<file path="src/rtl/itoa_pkg.sv">
`timescale 1ns / 1ps
// ----------------------------------------------------------------------------
// itoa_pkg
// Types, codes and character helpers shared by the integer-to-ascii block.
// ----------------------------------------------------------------------------
package itoa_pkg;

   localparam int unsigned NUMBER_W = 32;
   localparam int unsigned CHAR_W   = 8;

   // conversion selector codes
   localparam logic [1:0] OP_SIGNED_DEC   = 2'd0;
   localparam logic [1:0] OP_UNSIGNED_DEC = 2'd1;
   localparam logic [1:0] OP_HEX          = 2'd2;
   localparam logic [1:0] OP_HEX_ALT      = 2'd3;

   localparam logic [CHAR_W-1:0] CHAR_ZERO   = 8'h30;
   localparam logic [CHAR_W-1:0] CHAR_LOWER_A = 8'h61;
   localparam logic [CHAR_W-1:0] CHAR_MINUS  = 8'h2d;

   typedef struct packed {
      logic [1:0]          op;
      logic [NUMBER_W-1:0] number;
   } req_type;

   typedef struct packed {
      logic [CHAR_W-1:0] ascii_char;
      logic              last;
   } rsp_type;

   typedef enum logic [2:0] {
      ST_IDLE,
      ST_CONV,
      ST_SKIP,
      ST_SIGN,
      ST_EMIT
   } state_type;

   // controller to datapath
   typedef struct packed {
      logic load;
      logic step;
      logic dec_ptr;
      logic emit_sign;
      logic emit_digit;
   } cmd_type;

   // datapath to controller
   typedef struct packed {
      logic hex;
      logic neg;
      logic conv_done;
      logic digit_zero;
      logic ptr_zero;
      logic out_free;
   } sts_type;

   function automatic logic [CHAR_W-1:0] digit_to_char(input logic [3:0] d);
      logic [CHAR_W-1:0] c;
      if (d < 4'd10) begin
         c = CHAR_ZERO + {4'd0, d};
      end else begin
         c = CHAR_LOWER_A + {4'd0, d - 4'd10};
      end
      return c;
   endfunction

endpackage

</file>
<file path="src/rtl/integer_to_ascii_digits_core.sv">
`timescale 1ns / 1ps
// ----------------------------------------------------------------------------
// integer_to_ascii_digits_core
// Prints one word as signed decimal, unsigned decimal or lowercase hex ASCII,
// most significant digit first, no leading zeros, last flag on final char.
// ----------------------------------------------------------------------------
//  channel  ports                          payload   direction
//  request  req_valid req_ready req_data   req_type  in
//  response rsp_valid rsp_ready rsp_data   rsp_type  out
//
// Decimal: accept, a shift-add-3 step for every value bit, a skip step per
// leading zero digit, a dispatch step, then one character per cycle while the
// response side takes them, the sign first when negative.
// Hex: accept, dispatch, then the same skip and emission.
// Synchronous active-high reset returns the sequencer to idle, output empty.
// A stalled response holds the emitter; a new request is
// taken once the last character of the previous one sits in the output register.
// ----------------------------------------------------------------------------
module integer_to_ascii_digits_core #(
   parameter int unsigned VALUE_WIDTH = 32
) (
   input  logic              clock,
   input  logic              reset,
   input  logic              req_valid,
   output logic              req_ready,
   input  itoa_pkg::req_type req_data,
   output logic              rsp_valid,
   input  logic              rsp_ready,
   output itoa_pkg::rsp_type rsp_data
);
   import itoa_pkg::*;

   cmd_type cmd;
   sts_type sts;

   itoa_ctrl u_ctrl (
      .clock     (clock),
      .reset     (reset),
      .req_valid (req_valid),
      .req_ready (req_ready),
      .sts       (sts),
      .cmd       (cmd)
   );

   itoa_dp #(
      .VALUE_WIDTH (VALUE_WIDTH)
   ) u_dp (
      .clock     (clock),
      .reset     (reset),
      .req_data  (req_data),
      .cmd       (cmd),
      .sts       (sts),
      .rsp_valid (rsp_valid),
      .rsp_ready (rsp_ready),
      .rsp_data  (rsp_data)
   );

   // one transaction in flight inside the converter
   a_busy_after_accept: assert property (@(posedge clock) disable iff (reset)
      req_valid && req_ready |=> !req_ready)
      else $error("request taken while a conversion was running");

   a_one_command: assert property (@(posedge clock) disable iff (reset)
      $onehot0({cmd.load, cmd.step, cmd.emit_sign, cmd.emit_digit}))
      else $error("conflicting datapath commands");

   // never overwrite a character still waiting in the output register
   a_no_overwrite: assert property (@(posedge clock) disable iff (reset)
      (cmd.emit_sign || cmd.emit_digit) |-> (!rsp_valid || rsp_ready))
      else $error("output register overwritten");

endmodule

</file>
<file path="src/rtl/itoa_ctrl.sv">
`timescale 1ns / 1ps
// ----------------------------------------------------------------------------
// itoa_ctrl
// Sequencer: load, binary-to-bcd conversion, leading zero skip, emission.
// ----------------------------------------------------------------------------
module itoa_ctrl (
   input  logic              clock,
   input  logic              reset,
   input  logic              req_valid,
   output logic              req_ready,
   input  itoa_pkg::sts_type sts,
   output itoa_pkg::cmd_type cmd
);
   import itoa_pkg::*;

   state_type state_ff, state_in;

   always_ff @(posedge clock) begin
      if (reset) begin
         state_ff <= ST_IDLE;
      end else begin
         state_ff <= state_in;
      end
   end

   always_comb begin
      state_in  = state_ff;
      cmd       = '0;
      req_ready = 1'b0;
      unique case (state_ff)
         ST_IDLE: begin
            req_ready = 1'b1;
            if (req_valid) begin
               cmd.load = 1'b1;
               state_in = ST_CONV;
            end
         end
         ST_CONV: begin
            // hex digits are already in place after load
            if (sts.hex) begin
               state_in = ST_SKIP;
            end else begin
               cmd.step = 1'b1;
               if (sts.conv_done) begin
                  state_in = ST_SKIP;
               end
            end
         end
         ST_SKIP: begin
            if (sts.digit_zero && !sts.ptr_zero) begin
               cmd.dec_ptr = 1'b1;
            end else if (sts.neg) begin
               state_in = ST_SIGN;
            end else begin
               state_in = ST_EMIT;
            end
         end
         ST_SIGN: begin
            if (sts.out_free) begin
               cmd.emit_sign = 1'b1;
               state_in      = ST_EMIT;
            end
         end
         ST_EMIT: begin
            if (sts.out_free) begin
               cmd.emit_digit = 1'b1;
               if (sts.ptr_zero) begin
                  state_in = ST_IDLE;
               end
            end
         end
         default: begin
            state_in = ST_IDLE;
         end
      endcase
   end

endmodule

</file>
<file path="src/rtl/itoa_dp.sv">
`timescale 1ns / 1ps
// ----------------------------------------------------------------------------
// itoa_dp
// Datapath: magnitude, shift-add-3 bcd converter, digit pointer, output stage.
// ----------------------------------------------------------------------------
module itoa_dp #(
   parameter int unsigned VALUE_WIDTH = 32
) (
   input  logic              clock,
   input  logic              reset,
   input  itoa_pkg::req_type req_data,
   input  itoa_pkg::cmd_type cmd,
   output itoa_pkg::sts_type sts,
   output logic              rsp_valid,
   input  logic              rsp_ready,
   output itoa_pkg::rsp_type rsp_data
);
   import itoa_pkg::*;

   // decimal digits needed for 2^VALUE_WIDTH - 1 (also covers hex digits)
   localparam int unsigned NUM_DIGITS = (VALUE_WIDTH * 30103) / 100000 + 1;
   localparam int unsigned BCD_W      = NUM_DIGITS * 4;
   localparam int unsigned PTR_W      = $clog2(NUM_DIGITS);
   localparam int unsigned CNT_W      = $clog2(VALUE_WIDTH);

   logic [VALUE_WIDTH-1:0] value;
   logic [VALUE_WIDTH-1:0] mag;
   logic                   is_hex;
   logic                   is_neg;

   logic                   neg_ff, neg_in;
   logic                   hex_ff, hex_in;
   logic [VALUE_WIDTH-1:0] sh_ff, sh_in;
   logic [BCD_W-1:0]       bcd_ff, bcd_in;
   logic [BCD_W-1:0]       bcd_adj;
   logic [CNT_W-1:0]       cnt_ff, cnt_in;
   logic [PTR_W-1:0]       ptr_ff, ptr_in;
   rsp_type                rsp_ff, rsp_in;
   logic                   rsp_valid_ff, rsp_valid_in;
   logic [3:0]             cur_digit;
   logic                   out_free;

   assign value  = VALUE_WIDTH'(req_data.number);
   assign is_hex = (req_data.op == OP_HEX) || (req_data.op == OP_HEX_ALT);
   assign is_neg = (req_data.op == OP_SIGNED_DEC) && value[VALUE_WIDTH-1];
   assign mag    = is_neg ? (~value + 1'b1) : value;

   // add 3 to every digit of 5 or more before the shift
   always_comb begin
      for (int i = 0; i < NUM_DIGITS; i++) begin
         if (bcd_ff[i*4 +: 4] >= 4'd5) begin
            bcd_adj[i*4 +: 4] = bcd_ff[i*4 +: 4] + 4'd3;
         end else begin
            bcd_adj[i*4 +: 4] = bcd_ff[i*4 +: 4];
         end
      end
   end

   assign cur_digit = bcd_ff[ptr_ff*4 +: 4];
   assign out_free  = !rsp_valid_ff || rsp_ready;

   always_comb begin
      neg_in = neg_ff;
      hex_in = hex_ff;
      sh_in  = sh_ff;
      bcd_in = bcd_ff;
      cnt_in = cnt_ff;
      ptr_in = ptr_ff;
      rsp_in = rsp_ff;
      if (cmd.load) begin
         neg_in = is_neg;
         hex_in = is_hex;
         sh_in  = mag;
         bcd_in = is_hex ? BCD_W'(mag) : '0;
         cnt_in = '0;
         ptr_in = PTR_W'(NUM_DIGITS - 1);
      end
      if (cmd.step) begin
         bcd_in = {bcd_adj[BCD_W-2:0], sh_ff[VALUE_WIDTH-1]};
         sh_in  = {sh_ff[VALUE_WIDTH-2:0], 1'b0};
         cnt_in = cnt_ff + 1'b1;
      end
      if (cmd.dec_ptr || (cmd.emit_digit && ptr_ff != '0)) begin
         ptr_in = ptr_ff - 1'b1;
      end
      if (cmd.emit_sign) begin
         rsp_in.ascii_char = CHAR_MINUS;
         rsp_in.last       = 1'b0;
      end
      if (cmd.emit_digit) begin
         rsp_in.ascii_char = digit_to_char(cur_digit);
         rsp_in.last       = (ptr_ff == '0);
      end
   end

   always_comb begin
      if (cmd.emit_sign || cmd.emit_digit) begin
         rsp_valid_in = 1'b1;
      end else if (rsp_ready) begin
         rsp_valid_in = 1'b0;
      end else begin
         rsp_valid_in = rsp_valid_ff;
      end
   end

   always_ff @(posedge clock) begin
      if (reset) begin
         rsp_valid_ff <= 1'b0;
      end else begin
         rsp_valid_ff <= rsp_valid_in;
      end
   end

   always_ff @(posedge clock) begin
      neg_ff <= neg_in;
      hex_ff <= hex_in;
      sh_ff  <= sh_in;
      bcd_ff <= bcd_in;
      cnt_ff <= cnt_in;
      ptr_ff <= ptr_in;
      rsp_ff <= rsp_in;
   end

   assign sts.hex        = hex_ff;
   assign sts.neg        = neg_ff;
   assign sts.conv_done  = (cnt_ff == CNT_W'(VALUE_WIDTH - 1));
   assign sts.digit_zero = (cur_digit == 4'd0);
   assign sts.ptr_zero   = (ptr_ff == '0);
   assign sts.out_free   = out_free;

   assign rsp_valid = rsp_valid_ff;
   assign rsp_data  = rsp_ff;

endmodule

</file>
<file path="config.mk">
export PLATFORM = sky130hd
export DESIGN_NAME = integer_to_ascii_digits_core
export DESIGN_NICKNAME = d
export VERILOG_FILES = /design/src/rtl/itoa_pkg.sv /design/src/rtl/integer_to_ascii_digits_core.sv /design/src/rtl/itoa_ctrl.sv /design/src/rtl/itoa_dp.sv
export SDC_FILE = /design/constraint.sdc
export NUM_CORES = 1
export LEC_CHECK = 0
export BUFFER_PORTS_ARGS = -buffer_cell sky130_fd_sc_hd__buf_2
export CAP_MARGIN = 20
export CORE_MARGIN = 4
export CORE_UTILIZATION = 50
export DETAILED_ROUTE_END_ITERATION = 7
export PLACE_DENSITY = 0.64
export SLEW_MARGIN = 20
export SYNTH_ARGS = -nofsm -noshare
export SYNTH_HDL_FRONTEND = slang
export SYNTH_HIERARCHICAL = 1
export SYNTH_SLANG_ARGS = --single-unit
</file>
<file path="constraint.sdc">
create_clock -name clock -period 5.2 [get_ports clock]
set_clock_uncertainty 0.1 [all_clocks]
set_input_delay 1.3 -clock clock [delete_from_list [all_inputs] [get_ports clock]]
set_output_delay 1.3 -clock clock [all_outputs]
set_load 0.1 [all_outputs]
</file>
==> Yosys cells after proc, flatten, opt, wreduce, memory -nomap -nowiden <==
Cells that the tools add are included.
{ "totals": {"out_inout_bits": 11, "word_cells": 116, "register_bits": 96, "inputBits": 38} }
{ "classes": {"reduce_logical": 19, "n_mux": 44, "bitwise": 1, "addsub": 16, "eq_ne": 13, "shifts": 1, "n_lt_le_gt_ge": 11} }
{ "ops": {"columns": ["cell", "count"], "rows": [
  ["$mux W32", 4],
  ["$mux W40", 2],
  ["$mux W4", 11],
  ["$ge A4 B3 Y1 const B", 10],
  ["$shiftx A40 B7 Y4", 1],
  ["$add A4 B2 Y4 const B", 9],
  ["$add A32 B1 Y32 const B", 1],
  ["$not A32 Y32", 1],
  ["$mux W3", 9],
  ["$mux W9", 2],
  ["$pmux W3 S5", 1],
  ["$mux W1", 12],
  ["$mux W5", 2],
  ["$add A7 B4 Y8 const A", 1],
  ["$logic_not A4 Y1", 2],
  ["$mux W8", 1],
  ["$reduce_bool A2 Y1", 4],
  ["$add A6 B4 Y7 const A", 1],
  ["$eq A3 B2 Y1 const B", 2],
  ["$ne A2 B1 Y1 const B", 3],
  ["$reduce_and A6 Y1", 1],
  ["$add A5 B1 Y5 const B", 1],
  ["$eq A5 B5 Y1 const B", 1],
  ["$eq A2 B2 Y1 const B", 2],
  ["14 further kinds", 21]
]} }

==> Logic depth before layout (Yosys ltp) <==
{ "logic_depth": {"ltp_word": 7, "ltp_mapped": 12} }

==> Cells and area by module <==
The synthesis kept the hierarchy.
{ "modules_own_cells": {"columns": ["mod", "n_inst", "cells_per_inst", "seq_area_each_um2", "area_each_um2"], "rows": [
  ["itoa_dp", 1, 622, 2712.6, 5881.9],
  ["itoa_ctrl", 1, 33, 60.1, 286.5]
]} }

==> Least setup slack after synthesis <==
Ideal clock, no wire load.
{ "synth_path": {"kind": "register to register", "startpoint": "register u_ctrl.state_ff[2]", "endpoint": "register u_dp.bcd_ff[0] (enable)", "path_buffers": 0, "arrival_ns": 3.952, "path_stages_with_launch": 4, "slack_ns": 0.747, "path_cell_list": "dfxtp_1 > nor3_1 > and2_1 > or2_2"} }
{ "synth_lines": {"columns": ["element", "line", "rtl"], "rows": [
  ["from (decl)", "itoa_ctrl.sv:16", "state_type state_ff, state_in;"],
  ["from (signal assigned)", "itoa_ctrl.sv:22", "state_ff <= state_in;"],
  ["to (signal assigned)", "itoa_dp.sv:118", "bcd_ff <= bcd_in;"],
  ["to (decl)", "itoa_dp.sv:34", "logic [BCD_W-1:0] bcd_ff, bcd_in;"]
]} }

==> Worst setup path in the final report <==
{ "layout_path": {"startpoint": "input port req_data[16] in the netlist's numbering", "endpoint": "register u_dp.sh_ff[28], data pin"} }
{ "layout_via": {"elab_chain_cells": 5} }
{ "layout_rtl": {"columns": ["element", "line", "rtl"], "rows": [
  ["from (decl)", "integer_to_ascii_digits_core.sv:26", "input itoa_pkg::req_type req_data,"],
  ["$not A32 Y32", "itoa_dp.sv:46", "assign mag = is_neg ? (~value + 1'b1) : value;"],
  ["$add A32 B1 Y32", "itoa_dp.sv:46", null],
  ["$mux W32", "itoa_dp.sv:46", null],
  ["$mux W32", "itoa_dp.sv:70", "if (cmd.load) begin"],
  ["$mux W32", "itoa_dp.sv:78", "if (cmd.step) begin"],
  ["net u_dp.sh_in[28]", "itoa_dp.sv:33", "logic [VALUE_WIDTH-1:0] sh_ff, sh_in;"],
  ["to (signal assigned)", "itoa_dp.sv:117", "sh_ff <= sh_in;"],
  ["to (decl)", "itoa_dp.sv:33", null]
]} }
The timed path passes the listed nets, and every way through them passes these cells. The select of a mux whose other input is x is not followed.
A chain may end at the register's enable or synchronous reset.

==> metrics <==
DRC Markers=0; max_cap viols=0; CP top delay family=simple AND/OR/NAND/NOR gates; Power Dens Cells=533 mW/mm²; Synth async-reset ratio=0; VDD IR max=0.226 mV; layout cells sized above 1=0.115; post-synth top area cell=edfxtp_1; Port Buf Inserts=46; vias per cell=5.52; fin area=0.00677 mm²; synth warn=6; Fin. Hold Viols=0; Num CTS Buffers=9; Site Rows=40; HPWL after DPL=9.39 mm; clock share of power=0.178; core area=0.0121 mm²; critical path startpoint category=input port; Setup crit end kind=flip-flop; Slew Viols, Final=0; initial antenna violation count=0; Final ANT Viol Nets=0; DIE AREA=0.0142 mm²; sw power=1.43 mW; worst slew pin tran=1090 ps; flip-flop and latch count after synthesis=94; Worst Hold Class=flip-flop to flip-flop; FMAX=283 MHz; Mapped Nets=720; DP Area=0.00648 mm²; worst path cell trace=buf_2 -> or4_4 -> or3_1 -> nor4_1 -> a21oi_1 -> xnor2_1 -> o21ai_0; initial drt markers=392; Worst path slowest cell=nor4_1; DR pass1 iterations=5; Yosys top cell area share=0.433; Final GP Congestion=0.853; DR vias=4701; H-tree depth=3; Worst Path Required=5140 ps; clock period minus worst slack=3530 ps; synthesized cell area=0.00617 mm²; # IOs=49; # diodes=0; hold_buf cts=0; static leakage=2.57 nW; Clock transition at path regs=60 ps; CTS resizes=0; Tcrit/Tclk final=0.679; most used flip-flop cell after synthesis=edfxtp_1; Power Internal=2.18 mW; Yosys cell types=59; Worst-Skew Late Latency=340 ps; largest net degree at the start of global routing=98; die height=119 µm; CTS tree=done; CTS max path bufs=2; Setup TNS=0 ps; Worst Path Buf+Inv=1; Final Net Count=745; WP data arrival=3470 ps; RSZ-0062 raised after global routing=false; Avg Cell Area, Syn=9.42 µm²; drt total wl=13.4 mm; total power=3.61 mW; WS Path Type=input port to flip-flop; post-synthesis sequential area ratio=0.449; final global-route overflow total=0; Final Setup Violations=0; Comb pwr share=0.397; first-pass GRT wire length=22.3 mm; Flop pwr share=0.425; switch share=0.396; Post-synth EDFFs=89; Slew HR=0.271; gr usage total=0.194; Layout area overhead=9.76%; vias in the first global route=4576; Root Driver=clkbuf_16; CP max FO=6; status=completed; Syn Inst Count=655; width of the die=119 µm; Max stage delay on crit path=650 ps; largest cells by area after synthesis=edfxtp_1, o21ai_0, nand2_1, ha_1, mux2i_1; Initial Util=0.511; Setup Fix Bufs, Post-CTS=0; Clock Sinks=94; mean routed wirelength per cell=15.7 µm
## cells in the final DEF (no fill, tap or decap), types with 3 or more instances in the layout
cell,n
a21boi_0,3
a21oi_1,31
and2_1,10
and3_1,4
buf_2,46
buf_4,3
clkbuf_1,4
clkbuf_16,9
dfxtp_1,5
edfxtp_1,89
ha_1,27
inv_1,34
mux2i_1,28
nand2_1,110
nand2b_1,19
nand3_1,4
nor2_1,35
nor3_1,5
nor3b_1,10
nor4_1,4
o21a_1,3
o21ai_0,83
o22ai_1,9
o31ai_1,4
o41ai_1,5
or2_2,3
or3_1,4
or4_1,4
xnor2_1,23
xor2_1,28
## final timing paths
kind / cells after the start / startpoint / to / slack, ps
worst max register to register: 10 / u_dp/ptr_ff[0]$_SDFFCE_PN1P_ / u_dp/ptr_ff[3]$_SDFFCE_PN1P_ / 1770
worst max-delay path: 7 / req_data[16] / u_dp/sh_ff[28]$_DFFE_PP_ / 1670
worst min register to register: 2 / u_dp/sh_ff[31]$_DFFE_PP_ / u_dp/bcd_ff[0]$_DFFE_PP_ / 430
worst min-delay path: 2 / u_dp/sh_ff[31]$_DFFE_PP_ / u_dp/bcd_ff[0]$_DFFE_PP_ / 430
## metal layers
metal | GRT usage | vias up | wire, µm
met5 | 0 | - | 0
met1 | 0.252 | 2186 | 6160
met3 | 0.0304 | 23 | 605
li1 | - | 2349 | -
met2 | 0.319 | 143 | 6280
met4 | 0.0854 | 0 | 337
## synth_stat cells, types with 3 or more instances
master	number
a21oi_1	31
edfxtp_1	89
ha_1	27
or4_1	4
o21ai_0	83
dfxtp_1	5
and3_1	4
xor2_1	28
o21a_1	3
nand3_1	4
nor3_1	6
a21boi_0	3
nor4_1	4
inv_1	34
xnor2_1	23
nand2_1	110
buf_4	5
and2_1	10
nor3b_1	10
mux2i_1	28
or3_1	4
nor2_1	35
o22ai_1	9
or2_2	4
nand2b_1	19
o41ai_1	5
clkbuf_1	27
o31ai_1	4
## worst register-to-register path: cells and delay by family (launching register included)
family                   cells  cell delay (ps)
flip-flops                   1              890
adder cells (fa/ha/maj)      1              170
AO/OA/AOI/OAI                3              460
AND/OR/NAND/NOR              5             1220
multiplexers                 1              330
## power groups by stage
stage | logic, mW | clock network [mW] | registers, mW
after floorplan | 1.11 | 0 | 1.49
after global placement | 1.35 | 0 | 1.54
after detailed placement | 1.41 | 0 | 1.55
after CTS | 1.42 | 0.654 | 1.54
after global routing | 1.61 | 0.689 | 1.57
final | 1.43 | 0.642 | 1.53
## sequential cells by signal, indices dropped and copies added, names as in the netlist
name             count
u_dp/rsp_data        7
u_dp/cnt_ff          5
u_ctrl/state_ff      3
u_dp/sh_ff          32
u_dp/hex_ff          1
u_dp/rsp_valid       1
u_dp/ptr_ff          4
u_dp/bcd_ff         40
u_dp/neg_ff          1
## cells by family (layout without fill, tap and decap cells)
group / Yosys count / in the layout / share of synthesized area
xor+xnor: 51 / 51 / 0.0724
fa+ha+maj: 27 / 27 / 0.0548
mux: 30 / 30 / 0.0497
simple gates: 226 / 226 / 0.178
other cells: 2 / 2 / 0.00122
buf+inv: 71 / 100 / 0.0477
compound gates: 154 / 154 / 0.147
flops: 94 / 94 / 0.449
## layout make-up
cell class                 count  area [µm²]
fill                        1061        5290
tap                          168         210
clock inverter                 2        33.8
sequential                    94        2770
inverter                      35         131
timing repair buffer          50         273
multi-input combinational    490        3110
clock buffer                  13         240
## metrics by stage
| step | hold slack, ps | instances | worst slack [ps] | utilization |
|---|---|---|---|---|
| floorplan | 360 | 655 | 747 | - |
| global placement | 388 | 836 | 1390 | 0.537 |
| detailed placement | 416 | 836 | 1360 | 0.537 |
| CTS | 433 | 851 | 1730 | 0.560 |
| global route | 446 | 852 | 1480 | 0.561 |
| finish | 432 | 852 | 1670 | 0.561 |
Power figures use the tool's default switching activity.
